===== config.mk =====
export PLATFORM = sky130hd
export DESIGN_NAME = selective_repeat_sender_window_core
export DESIGN_NICKNAME = d
export VERILOG_FILES = /design/src/rtl/srsw_pkg.sv /design/src/rtl/srsw_cell.sv /design/src/rtl/selective_repeat_sender_window_core.sv
export SDC_FILE = /design/constraint.sdc
export NUM_CORES = 1
export LEC_CHECK = 0
export ABC_CLOCK_PERIOD_IN_PS = 19750
export BUFFER_PORTS_ARGS = -buffer_cell sky130_fd_sc_hd__buf_2
export CORE_ASPECT_RATIO = 0.6
export CORE_UTILIZATION = 29
export CTS_BUF_LIST = sky130_fd_sc_hd__clkbuf_2
export DETAILED_ROUTE_END_ITERATION = 10
export GPL_TIMING_DRIVEN = 0
export HOLD_SLACK_MARGIN = 0.06
export SLEW_MARGIN = 20
export SYNTH_ARGS = -nofsm -noshare
export SYNTH_HDL_FRONTEND = slang
export SYNTH_SLANG_ARGS = --single-unit

===== constraint.sdc =====
create_clock -name clk -period 19.75 [get_ports clk]
set_clock_uncertainty 0.15 [all_clocks]
set_input_delay 3.95 -clock clk [delete_from_list [all_inputs] [get_ports clk]]
set_output_delay 3.95 -clock clk [all_outputs]
set_load 0.02 [all_outputs]

===== src/rtl/srsw_pkg.sv =====
`default_nettype none
package srsw_pkg;

	localparam int unsigned WINDOW_DEF = 16;
	localparam int unsigned SEQ_W = 32;
	localparam int unsigned WIN_REG_W = 5;
	localparam int unsigned CFG_IDX_W = 1;
	localparam logic [WIN_REG_W-1:0] WINDOW_RESET = WIN_REG_W'(16);
	localparam logic [SEQ_W-1:0] TOTAL_RESET = SEQ_W'(1);

	typedef enum logic [CFG_IDX_W-1:0] {
		CFG_PACKET_TOTAL = 1'b0,
		CFG_WINDOW_IN_USE = 1'b1
	} cfg_idx_t;

	typedef enum logic [1:0] {
		KIND_DATA = 2'd0,
		KIND_ACKED = 2'd1,
		KIND_IGNORED = 2'd2,
		KIND_FIN = 2'd3
	} kind_t;

	typedef enum logic {
		CMD_ACK = 1'b0,
		CMD_ROUND = 1'b1
	} cmd_t;

	typedef struct packed {
		logic shift;
		logic mark;
	} cell_ctl_t;

endpackage
`default_nettype wire


===== src/rtl/srsw_cell.sv =====
`default_nettype none
module srsw_cell (
	input wire logic clk,
	input wire logic arst_n,
	input wire srsw_pkg::cell_ctl_t ctl,
	input wire logic hit,
	input wire logic next_flag,
	output logic flag
);
	import srsw_pkg::*;

	logic flag_q;

	always_ff @(posedge clk or negedge arst_n) begin
		if (!arst_n) begin
			flag_q <= 1'b0;
		end else if (ctl.shift) begin
			flag_q <= next_flag;
		end else if (ctl.mark && hit) begin
			flag_q <= 1'b1;
		end
	end

	assign flag = flag_q;

endmodule
`default_nettype wire


===== src/rtl/selective_repeat_sender_window_core.sv =====
`default_nettype none
// Sender window of a selective-repeat transfer. A request with tuser = 1 (transmit round)
// returns, in ascending order, the sequence number of each unacknowledged packet in
// [base, min(base + window, packet_total)) with tlast on the final one, or a single FIN
// (seq = packet_total) when nothing is pending. A request with tuser = 0 carries an ack
// number in tdata and returns one result: recorded (also for stale acks below base) or
// ignored (at or beyond the window end). The ack marks live in a row of WINDOW cells, cell i
// holding the mark of packet base + i; after an ack the row shifts toward cell 0 one step
// a cycle while base advances. One request is handled at a time: a round scans the window
// slots in order and passes on each pending packet; a recorded ack marks its cell and
// slides the row first; a stale or ignored ack or a FIN round goes straight to its result.
// The output register lets a new request be taken while the last result still waits.
// Reset clears all marks at once. Configuration (index 0 packet_total, index 1
// window_in_use) is to be written by the user only while idle; the core does not check it.
module selective_repeat_sender_window_core #(
	parameter int unsigned WINDOW = srsw_pkg::WINDOW_DEF
) (
	input wire logic clk,
	input wire logic arst_n,
	input wire logic cfg_we,
	input wire logic [srsw_pkg::CFG_IDX_W-1:0] cfg_idx,
	input wire logic [srsw_pkg::SEQ_W-1:0] cfg_data,
	input wire logic s_axis_tvalid,
	output logic s_axis_tready,
	input wire logic [31:0] s_axis_tdata, // ack_seq
	input wire logic s_axis_tuser, // cmd
	output logic m_axis_tvalid,
	input wire logic m_axis_tready,
	output logic [63:0] m_axis_tdata, // seq_out, window_base
	output logic [1:0] m_axis_tuser, // kind
	output logic m_axis_tlast
);
	import srsw_pkg::*;

	localparam int unsigned IW = (WINDOW > 1) ? $clog2(WINDOW) : 1;
	localparam int unsigned LW = $clog2(WINDOW + 1);

	typedef enum logic [1:0] {
		ST_IDLE,
		ST_SCAN,
		ST_SLIDE,
		ST_PUSH
	} state_t;

	state_t state_q;
	logic [SEQ_W-1:0] total_q;
	logic [WIN_REG_W-1:0] window_q;
	logic [SEQ_W-1:0] base_q;
	logic [LW-1:0] ptr_q;
	logic [LW-1:0] lim_q;
	kind_t res_kind_q;
	logic [SEQ_W-1:0] res_seq_q;
	logic res_last_q;
	logic m_valid_q;
	kind_t m_kind_q;
	logic [SEQ_W-1:0] m_seq_q;
	logic [SEQ_W-1:0] m_base_q;
	logic m_last_q;

	logic [WINDOW-1:0] flags;
	cell_ctl_t ctl;
	logic [IW-1:0] mark_idx;

	logic accept;
	logic can_load;
	logic push;
	logic [LW-1:0] w_eff;
	logic [SEQ_W-1:0] remain;
	logic [LW-1:0] lim_acc;
	logic [SEQ_W-1:0] ack_off;
	logic ack_stale;
	logic ack_in_win;
	logic [WINDOW-1:0] pend_acc;
	logic [WINDOW-1:0] pend_scan;
	logic [WINDOW-1:0] above_ptr;
	logic pend_now;
	logic last_now;
	logic slide_go;

	assign accept = s_axis_tvalid && s_axis_tready;
	assign s_axis_tready = (state_q == ST_IDLE);
	assign can_load = !m_valid_q || m_axis_tready;
	assign push = (state_q == ST_PUSH) && can_load;

	always_comb begin
		if (window_q == '0) begin
			w_eff = LW'(1);
		end else if (32'(window_q) > 32'(WINDOW)) begin
			w_eff = LW'(WINDOW);
		end else begin
			w_eff = LW'(window_q);
		end
	end

	always_comb begin
		remain = total_q - base_q;
		if (total_q <= base_q) begin
			lim_acc = '0;
		end else if (remain < SEQ_W'(w_eff)) begin
			lim_acc = LW'(remain);
		end else begin
			lim_acc = w_eff;
		end
	end

	assign ack_off = s_axis_tdata - base_q;
	assign ack_stale = s_axis_tdata < base_q;
	assign ack_in_win = !ack_stale && (ack_off < SEQ_W'(lim_acc));

	always_comb begin
		for (int i = 0; i < WINDOW; i++) begin
			pend_acc[i] = !flags[i] && (LW'(i) < lim_acc);
			pend_scan[i] = !flags[i] && (LW'(i) < lim_q);
			above_ptr[i] = LW'(i) > ptr_q;
		end
	end

	assign pend_now = (ptr_q < lim_q) && !flags[ptr_q[IW-1:0]];
	assign last_now = !(|(pend_scan & above_ptr));
	assign slide_go = (base_q < total_q) && flags[0];

	always_comb begin
		ctl.shift = (state_q == ST_SLIDE) && slide_go;
		ctl.mark = accept && (cmd_t'(s_axis_tuser) == CMD_ACK) && ack_in_win;
		mark_idx = ack_off[IW-1:0];
	end

	for (genvar g = 0; g < WINDOW; g++) begin : g_cell
		logic next_flag;
		if (g == WINDOW - 1) begin : g_tail
			assign next_flag = 1'b0;
		end else begin : g_link
			assign next_flag = flags[g + 1];
		end
		srsw_cell u_cell (
			.clk(clk),
			.arst_n(arst_n),
			.ctl(ctl),
			.hit(mark_idx == IW'(g)),
			.next_flag(next_flag),
			.flag(flags[g])
		);
	end

	always_ff @(posedge clk or negedge arst_n) begin
		if (!arst_n) begin
			state_q <= ST_IDLE;
			total_q <= TOTAL_RESET;
			window_q <= WINDOW_RESET;
			base_q <= '0;
			ptr_q <= '0;
			lim_q <= '0;
			res_kind_q <= KIND_DATA;
			res_seq_q <= '0;
			res_last_q <= 1'b0;
			m_valid_q <= 1'b0;
			m_kind_q <= KIND_DATA;
			m_seq_q <= '0;
			m_base_q <= '0;
			m_last_q <= 1'b0;
		end else begin
			if (cfg_we) begin
				case (cfg_idx_t'(cfg_idx))
					CFG_PACKET_TOTAL: total_q <= cfg_data;
					CFG_WINDOW_IN_USE: window_q <= cfg_data[WIN_REG_W-1:0];
					default: ;
				endcase
			end
			if (push) begin
				m_valid_q <= 1'b1;
			end else if (m_axis_tready) begin
				m_valid_q <= 1'b0;
			end
			case (state_q)
				ST_IDLE: begin
					if (accept) begin
						res_last_q <= 1'b1;
						if (cmd_t'(s_axis_tuser) == CMD_ROUND) begin
							if (|pend_acc) begin
								ptr_q <= '0;
								lim_q <= lim_acc;
								state_q <= ST_SCAN;
							end else begin
								res_kind_q <= KIND_FIN;
								res_seq_q <= total_q;
								state_q <= ST_PUSH;
							end
						end else begin
							res_seq_q <= s_axis_tdata;
							if (ack_stale) begin
								res_kind_q <= KIND_ACKED;
								state_q <= ST_PUSH;
							end else if (!ack_in_win) begin
								res_kind_q <= KIND_IGNORED;
								state_q <= ST_PUSH;
							end else begin
								res_kind_q <= KIND_ACKED;
								state_q <= ST_SLIDE;
							end
						end
					end
				end
				ST_SCAN: begin
					ptr_q <= ptr_q + LW'(1);
					if (pend_now) begin
						res_kind_q <= KIND_DATA;
						res_seq_q <= base_q + SEQ_W'(ptr_q);
						res_last_q <= last_now;
						state_q <= ST_PUSH;
					end
				end
				ST_SLIDE: begin
					if (slide_go) begin
						base_q <= base_q + SEQ_W'(1);
					end else begin
						state_q <= ST_PUSH;
					end
				end
				ST_PUSH: begin
					if (push) begin
						m_kind_q <= res_kind_q;
						m_seq_q <= res_seq_q;
						m_last_q <= res_last_q;
						m_base_q <= base_q;
						state_q <= res_last_q ? ST_IDLE : ST_SCAN;
					end
				end
				default: state_q <= ST_IDLE;
			endcase
		end
	end

	assign m_axis_tvalid = m_valid_q;
	assign m_axis_tdata = {m_base_q, m_seq_q};
	assign m_axis_tuser = m_kind_q;
	assign m_axis_tlast = m_last_q;

endmodule
`default_nettype wire


-- Word-level counts from Yosys, hierarchy flattened
Index checks and enable logic that the tools add are counted.
- shift operators: 0
- multipliers: 0
- equality and inequality tests: 25
- div/mod/pow operators: 0
- magnitude comparators: 56
- bitwise gates (word level): 3
- add/sub/neg operators: 5
- multiplexer cells: 69
- reduce and logical (&&, ||, !) cells: 109
- operator list (kind ; number):
    32-bit two-way mux ; 4
    4-bit by 5-bit < comparator with 1-bit output (first input constant) ; 16
    32-bit < comparator ; 2
    32-bit by 5-bit < comparator with 1-bit output ; 2
    32-bit one-hot mux with 2 select lines ; 1
    32-bit subtractor ; 2
    1-bit logical AND ; 56
    4-bit by 5-bit greater-than comparator with 1-bit output (first input constant) ; 8
    3-bit by 5-bit < comparator with 1-bit output (first input constant) ; 8
    1-bit two-way mux ; 40
    2-bit nonzero test ; 18
    5-bit two-way mux ; 7
    32-bit by 1-bit adder with 32-bit output (second input constant) ; 1
    32-bit by 5-bit adder with 32-bit output ; 1
    4-bit equality test (second input constant) ; 8
    32-bit <= comparator ; 1
    16-bit OR reduction ; 2
    2-bit two-way mux ; 12
    3-bit by 5-bit greater-than comparator with 1-bit output (first input constant) ; 4
    1-bit zero test ; 20
    1-bit by 5-bit < comparator with 1-bit output (first input constant) ; 4
    2-bit by 5-bit < comparator with 1-bit output (first input constant) ; 4
    16-bit AND ; 1
    4-bit by 3-bit equality test with 1-bit output (second input constant) ; 4
    other kinds (26) ; 41
- memory bits (read-only): 0
- bits in registers: 200
- bits in writable memories: 0
- input port bits: 71
- output and inout port bits: 69
- latch bits: 0
- memories: 0

-- Depth between registers and ports, before layout
Gate-level depths: netlist of run 1.
- word-level depth: 13
- mapped depth: 31

-- Cells and area by module
From an unflattened synthesis of run 1, not the netlist that was laid out.
- cell total of the unflattened synthesis: 1715
- area total of the unflattened synthesis: 15045.7 µm²
- by module, submodules not included (module ; area each (µm²) ; cells an instance ; seq. area each (µm²) ; instances):
    selective_repeat_sender_window_core ; 14305.0 ; 1651 ; 4606.9 ; 1
    srsw_cell ; 46.3 ; 4 ; 25.0 ; 16

-- Least setup slack after synthesis of run 1
OpenSTA, ideal clock, no wires.
- kind: input -> register
- start point: in s_axis_tdata[0]
- end point: reg state_q[0]
- data required time: 19.482 ns
- setup time: 0.118 ns
- setup slack: 11.891 ns
- cell stages on the path: 18
- data arrival time: 7.591 ns
- cells stage by stage: inv_1 > ha_1 > inv_1 > fa_1 > a21o_1 > a21oi_1 > o21bai_1 > a21oi_1 > o21ai_0 > a41oi_1 > mux2_2 > a211oi_1 > o21ai_0 > nor4_1 > nand4_1 > a211oi_4 > a311oi_1 > a21o_1
- cells in the longest elaborated chain, start to end: 8
- elaborated cells between the ends (all ways): 10
- ends and longest elaborated chain (element ; line ; text):
    start: declaration ; selective_repeat_sender_window_core.sv:25 ; input wire logic [31:0] s_axis_tdata,
    32-bit subtractor or 32-bit < comparator (tied branches) ; selective_repeat_sender_window_core.sv:106, selective_repeat_sender_window_core.sv:107 ;
    32-bit by 5-bit < comparator with 1-bit output or 1-bit zero test (tied branches) ; selective_repeat_sender_window_core.sv:108 ; assign ack_in_win = !ack_stale && (ack_off < SEQ_W'(lim_acc));
    1-bit logical AND ; selective_repeat_sender_window_core.sv:108 ;
    1-bit two-way mux ; selective_repeat_sender_window_core.sv:193 ; end else if (!ack_in_win) begin
    1-bit two-way mux * ; selective_repeat_sender_window_core.sv:190 ; if (ack_stale) begin
    2-bit two-way mux * ; selective_repeat_sender_window_core.sv:178 ; if (cmd_t'(s_axis_tuser) == CMD_ROUND) begin
    2-bit two-way mux * ; selective_repeat_sender_window_core.sv:176 ; if (accept) begin
    2-bit one-hot mux with 4 select lines * ; selective_repeat_sender_window_core.sv:174 ; case (state_q)
    end signal: assignment ; selective_repeat_sender_window_core.sv:225 ; state_q <= res_last_q ? ST_IDLE : ST_SCAN;
    end: declaration ; selective_repeat_sender_window_core.sv:45 ; state_t state_q;
Every way passes the cells marked *; elsewhere a longest branch is shown, timed or not. The select of a mux whose other input is x is not followed.
A chain may end at the register's enable or synchronous reset.

-- Final worst setup path of run 1
- start point: reg total_q[0]
- end point: reg g_cell[1].u_cell.flag_q
- cells in the longest elaborated chain, start to end: 9
- elaborated cells between the ends (all ways): 14
- ends and longest elaborated chain (element ; line ; text):
    start: declaration ; selective_repeat_sender_window_core.sv:46 ; logic [SEQ_W-1:0] total_q;
    start signal: assignment ; selective_repeat_sender_window_core.sv:164 ; CFG_PACKET_TOTAL: total_q <= cfg_data;
    32-bit subtractor ; selective_repeat_sender_window_core.sv:96 ; remain = total_q - base_q;
    32-bit by 5-bit < comparator with 1-bit output ; selective_repeat_sender_window_core.sv:99 ; end else if (remain < SEQ_W'(w_eff)) begin
    5-bit two-way mux ; selective_repeat_sender_window_core.sv:99 ;
    5-bit two-way mux ; selective_repeat_sender_window_core.sv:97 ; if (total_q <= base_q) begin
    32-bit by 5-bit < comparator with 1-bit output ; selective_repeat_sender_window_core.sv:108 ;
    1-bit logical AND ; selective_repeat_sender_window_core.sv:108 ;
    1-bit logical AND ; selective_repeat_sender_window_core.sv:124 ; ctl.mark = accept && (cmd_t'(s_axis_tuser) == CMD_ACK) && ack_in_win;
    1-bit logical AND ; srsw_cell.sv:19 ; end else if (ctl.mark && hit) begin
    2-bit nonzero test (no source line) ; n/a ;
    end signal: assignment ; srsw_cell.sv:18 ; flag_q <= next_flag;
    end: declaration ; srsw_cell.sv:12 ; logic flag_q;
Parallel ways exist; a longest one is shown, timed or not.

==> results.cfg, run 1 <==
[logic_synthesis]
synth_cells = 1619
yosys-top-cells-area = dfrtp_1, ha_1, mux2_2
synth_warnings = 0
async_reset_ff_frac = 1.00
yosysUniqueCellTypes = 89
synth_largest_area_cell = dfrtp_1
ys.flop_type = dfrtp_1
synth_nets = 1781
netlist.area_leader.share = 0.337
syn_area_mm2 = 0.0147
ys_ff_latch = 200
yosysSeqAreaShare = 0.341
syn-mean-instance-area_um2 = 9.08
synth-edff-count = 0

[critical_path]
regToRegSetupSlack_ns = 10.38
rr_worst_depth = 30
cp.arrival_ns = 10.08
path_class = flip-flop to flip-flop
r2r_end = g_cell[1].u_cell.flag$_DFFE_PN0P_
path_common_cell = nand4_1
endpoint = g_cell[1].u_cell.flag$_DFFE_PN0P_
cp_slowest_cell = a2111oi_0
cp-end-kind = flip-flop
critPathRequiredTime_ns = 20.46
r2r_start = total_q[0]$_DFFE_PN1P_
startpoint = total_q[0]$_DFFE_PN1P_
cp_max_fo = 10
start_kind = flip-flop
cpPeakStageDelay_ns = 0.82

[routing]
routedWlPerCell_um = 22.0
post-route-drc-count = 0
vias = 13800
drt_iter0_drc = 1597
drtAntennaViolNets = 0
wl_um = 54500
viasPerCell = 5.56
dr.pass1.iters = 6

[sta]
worstMarginPinSlew_ns = 1.09
drv_slew = 0
rsz0062_at_grt = no
hold_violations = 0
period_share = 0.474
fmax_ghz = 0.107
setup_viol = 0
layout_min_cycle_time_ns = 9.37
fin_setup_tns_ns = 0
slew_headroom = 0.268
worst_slack_ns = 10.38

[power_and_ir_drop]
cellLeakagePower_nw = 7.03
power_density_mw_per_mm2 = 118
p_switching_uw = 935
totalPowerFinal_mw = 1.96
combPwrFrac = 0.554
power_frac_clock = 0.116
seq_power_share = 0.330
p_int_mw = 1.02
switching_share = 0.478
ir_drop_mv = 0.0506

[clock_network]
holdBufCountCts = 0
clk_path_buf_depth = 2
ctsResizeCount = 0
h-tree-depth = 4
post-cts-setup-buffers = 0
cts_buffers = 17
root_buffer = clkbuf_2
tritoncts = done
clk_latency_ns = 0.95
cts.sink_count = 200
clkTransAtPathRegs_ns = 0.33

[placement]
place_inst = 2442
placed_area_mm2 = 0.0163
place_congestion = 0.960
place_ws_ns = 10.39
portBuffers = 139
hpwlAfterDp_um = 44800

[cells_and_area]
fillers = 5174
area_growth_pct = 12.9
fin_nets = 1941
multi_input_area_mm2 = 0.00909
seq_area_mm2 = 0.00501
finalNonFillerCells = 2475
drive_above_1_share = 0.183
stdcell_area_mm2 = 0.0166

[floorplan]
start_util = 0.296
dieArea_mm2 = 0.0516
die_x_um = 293
core_mm2 = 0.0497
rows = 63
fp.dieH_um = 176
ioPinCount = 140

[hold_path]
hp-class = flip-flop to flip-flop

[grt]
overflow = 0
grtUsageTotal = 0.212
grt_first_pass_wirelength_um = 81700
grt_pass1_vias = 12600
grt_max_degree = 90
antenna_found_initial = 4

[run_status]
status = finished, final reports clean

[flow_run]
drv_cap = 0
-- worst min path at each step --
stage	start	to	slack [ns]	cells past startpoint
2_1_floorplan	base_q[29]$_DFFE_PN0P_	base_q[29]$_DFFE_PN0P_	0.29	1
6_report	base_q[29]$_DFFE_PN0P_	base_q[29]$_DFFE_PN0P_	0.34	1
3_5_place_dp	base_q[29]$_DFFE_PN0P_	base_q[29]$_DFFE_PN0P_	0.32	1
4_1_cts	base_q[29]$_DFFE_PN0P_	base_q[29]$_DFFE_PN0P_	0.35	1
3_3_place_gp	base_q[29]$_DFFE_PN0P_	base_q[29]$_DFFE_PN0P_	0.31	1
5_1_grt	base_q[29]$_DFFE_PN0P_	base_q[29]$_DFFE_PN0P_	0.37	1
-- Yosys cell counts, types with 12 or more instances --
master	instances
nand2_1	167
mux2_2	83
dfrtp_1	198
nor2_1	86
nor2b_1	18
nor4_1	15
o21a_1	15
xnor2_1	76
mux2i_1	64
a21oi_1	92
inv_1	85
mux2_4	30
clkbuf_1	51
and3_1	17
a31oi_1	12
a21o_1	23
o21ai_1	19
nand3_1	43
o21ai_0	143
nand2b_1	24
nand4_1	30
nor3_1	27
ha_1	88
a211oi_1	18
-- final cells by class --
cell class              count  share of cell area
inverters                  87              0.0197
plain buffers              65              0.0167
clock inverters            15              0.0116
diodes                      1            0.000151
clock buffers              17             0.00513
repair buffers            141              0.0458
multi-input cells        1267               0.548
flip-flops and latches    200               0.302
well taps                 682              0.0514
-- worst max-delay path: cells and delay by family, from the launching register on --
family / cells / cell delay, ns
AND/OR/NAND/NOR: 15 / 3.71
buffers and inverters: 2 / 0.24
flip-flops: 1 / 0.65
XOR/XNOR: 1 / 0.40
adder cells (fa/ha/maj): 4 / 1.29
AO/OA/AOI/OAI: 8 / 2.87
-- power by group through the flow --
stage          clock [mW]  sequential (mW)  combinational (mW)
2_1_floorplan           0            0.643               0.731
3_3_place_gp            0            0.645                1.05
3_5_place_dp            0            0.649                1.06
4_1_cts             0.233            0.640                1.07
5_1_grt             0.251            0.657                1.18
6_report            0.228            0.645                1.08
-- logic make-up after synthesis --
| kind of cell | count (synthesis) | share of synthesized area |
|---|---|---|
| AOI/OAI and AO/OA | 432 | 0.187 |
| xor gates and xnor gates | 81 | 0.0483 |
| adders and majority gates | 91 | 0.0790 |
| buffers and inverters | 152 | 0.0411 |
| DFF | 200 | 0.341 |
| muxes | 179 | 0.141 |
| and+or+nand+nor | 484 | 0.163 |
-- per-stage QoR --
step / hold slack (ns) / util
2_1_floorplan: 0.295 / -
3_3_place_gp: 0.309 / 0.327
3_5_place_dp: 0.316 / 0.328
4_1_cts: 0.345 / 0.334
5_1_grt: 0.371 / 0.334
6_report: 0.345 / 0.334
-- flip-flops by register name (all words and copies together) (netlist names) --
register	flops
m_seq_q	32
res_last_q	1
total_q	32
g_cell.u_cell.flag	16
m_axis_tvalid	1
ptr_q	5
lim_q	5
state_q	2
m_axis_tlast	1
m_base_q	32
base_q	32
m_axis_tuser	2
window_q	5
res_seq_q	32
res_kind_q	2
-- per-layer routing --
metal	up-vias	part of all wire	global-route usage
met4	4	0.012	0.0353
met2	681	0.39	0.281
li1	6235	-	-
met1	6792	0.50	0.341
met5	-	0.00062	0
met3	41	0.099	0.0493
-- layout by cell type (no fill, tap or decap), drive strengths merged, types with 13 or more instances in the layout --
cell,synthesis,final
o21a,15,15
clkbuf,51,68
dfrtp,198,198
nand2,168,168
nand3,43,43
and3,17,17
a21o,23,23
ha,88,88
a21oi,95,95
nand4,34,34
xnor2,76,76
nand2b,24,24
o21ai,162,162
inv,85,91
mux2,113,113
nor3,27,27
mux2i,64,64
nor4,17,17
a31oi,13,13
nor2b,18,18
a211oi,19,19
nor2,86,86
buf,14,155
No activity file was read; power rests on OpenSTA's default activity.
==> run 2: changes to the inputs <==
--- a/config.mk
+++ b/config.mk
@@ -5,7 +5,7 @@
 export SDC_FILE = /design/constraint.sdc
 export NUM_CORES = 1
 export LEC_CHECK = 0
-export ABC_CLOCK_PERIOD_IN_PS = 19750
+export ABC_CLOCK_PERIOD_IN_PS = 8200
 export BUFFER_PORTS_ARGS = -buffer_cell sky130_fd_sc_hd__buf_2
 export CORE_ASPECT_RATIO = 0.6
 export CORE_UTILIZATION = 29
==> constraint.sdc (replaced) <==
create_clock -name clk -period 8.2 [get_ports clk]
set_clock_uncertainty 0.15 [all_clocks]
set_input_delay 1.64 -clock clk [delete_from_list [all_inputs] [get_ports clk]]
set_output_delay 1.64 -clock clk [all_outputs]
set_load 0.02 [all_outputs]
==> results.cfg, run 2 (synthesized netlist as in run 1, its figures left out) <==
[critical_path]
path_class = flip-flop to flip-flop
cp_max_fo = 10
cp.arrival_ns = 8.59
start_kind = flip-flop
cp-end-kind = flip-flop
critPathRequiredTime_ns = 8.94

[sta]
layout_min_cycle_time_ns = 7.85
fin_setup_tns_ns = 0
fmax_ghz = 0.127
period_share = 0.957
hold_violations = 0
whs_ns = 0.327
drv_slew = 0
setup_viol = 0
worstMarginPinSlew_ns = 1.09
slew_headroom = 0.267

[routing]
drt_iter0_drc = 1647
post-route-drc-count = 0
vias = 13800
wl_um = 54800
dr.pass1.iters = 6
viasPerCell = 5.54
drtAntennaViolNets = 0
routedWlPerCell_um = 22.0

[power_and_ir_drop]
power_density_mw_per_mm2 = 285
cellLeakagePower_nw = 7.10
ir_drop_mv = 0.123

[clock_network]
clkTransAtPathRegs_ns = 0.36
h-tree-depth = 4
cts.sink_count = 200
tritoncts = done
cts_buffers = 17
root_buffer = clkbuf_2
holdBufCountCts = 0
clk_latency_ns = 0.93
clk_path_buf_depth = 2

[grt]
grt_pass1_vias = 12600
grt_max_degree = 90
overflow = 0
grtUsageTotal = 0.212
antenna_found_initial = 4
grt_first_pass_wirelength_um = 81900

[cells_and_area]
final_common_cell = dfrtp_1
fin_nets = 1954
stdcell_area_mm2 = 0.0168
area_growth_pct = 14.5
final_cell_mix = dfrtp_1, nand2_1, o21ai_0
finalNonFillerCells = 2488
drive_above_1_share = 0.200

[hold_path]
hp-class = input port to asynchronous set/reset pin

[floorplan]
dieArea_mm2 = 0.0516
core_mm2 = 0.0497
die_x_um = 293
fp.dieH_um = 176
start_util = 0.296
ioPinCount = 140
rows = 63

[run_status]
status = finished, final reports clean

[placement]
place_inst = 2442
place_congestion = 0.960
hpwlAfterDp_um = 44800
portBuffers = 139
placed_area_mm2 = 0.0163

[flow_run]
drv_cap = 0
## run 2: cell types whose count changed in the layout (fill, tap and decap cells not counted), sizes merged
cell / before / now
buf: 155 / 168
clkinvlp: 0 / 1
inv: 91 / 90
## run 2: layout make-up
cell class	count	area, um2
repair buffers	154	862
well taps	682	853
clock inverters	15	193
inverters	87	330
fillers	5172	32900
multi-input cells	1267	9220
clock buffers	17	85.1
flip-flops and latches	200	5010
diodes	1	2.50
plain buffers	65	278
## run 2: timing repair
item	in CTS	in global routing
setup endpoints to repair	19	19
cloned	0	0
pin swaps	3	21
setup buffers	4	9
gates resized for setup	11	17
## run 2: routing by layer
metal  vias up  routed length [um]  track usage  part of all wire
met2       710               21100        0.281              0.39
met1      6771               27400        0.342              0.50
met5         -                  34            0           0.00062
met4         4                 751       0.0351             0.014
met3        51                5490       0.0486              0.10
li1       6250                   -            -                 -
## run 2: critical path, cell delays in order, from the launching register on
cell and delay (ns):
dfrtp_1 0.52, inv_1 0.28, ha_1 0.29, clkbuf_1 0.23, a21oi_1 0.48, o21ai_0 0.20, a211oi_1 0.88, xnor2_1 0.11
or3_1 0.41, a2111oi_2 0.50, and4_4 0.39, nand2_2 0.08, buf_6 0.16, a31oi_4 0.25, ha_4 0.26, a2111oi_4 0.35
o211ai_1 0.16, nor3_2 0.22, nand4_1 0.13, nor4_2 0.17, nand4_1 0.14, nor4_2 0.22, nand4_1 0.16, buf_6 0.17
a211oi_4 0.33, nand4_1 0.30, o21ai_1 0.24
## run 2: worst paths after layout
check / slack [ns] / to / start / depth (start not counted)
max: 0.35 / g_cell[3].u_cell.flag$_DFFE_PN0P_ / base_q[13]$_DFFE_PN0P_ / 26
min: 0.33 / m_seq_q[2]$_DFFE_PN0P_ / arst_n / 1
max reg2reg: 0.35 / g_cell[3].u_cell.flag$_DFFE_PN0P_ / base_q[13]$_DFFE_PN0P_ / 26
min reg2reg: 0.34 / base_q[29]$_DFFE_PN0P_ / base_q[29]$_DFFE_PN0P_ / 1
max in group asynchronous: 6.38 / total_q[0]$_DFFE_PN1P_ / arst_n / 3
min in group clk: 0.34 / base_q[29]$_DFFE_PN0P_ / base_q[29]$_DFFE_PN0P_ / 1
## run 2: power by group
group,internal [mW],switching [mW]
clock network,0.113,0.431
registers,1.26,0.290
logic,1.14,1.57
total,2.51,2.29
## run 2: metrics by stage
stage	util	total power, mW	worst slack, ns
detailed placement	0.328	4.13	-1.03
floorplan	-	3.31	1.16
global route	0.338	5.11	-0.0239
CTS	0.335	4.71	0.00920
finish	0.338	4.81	0.350
global placement	0.327	4.09	-0.981
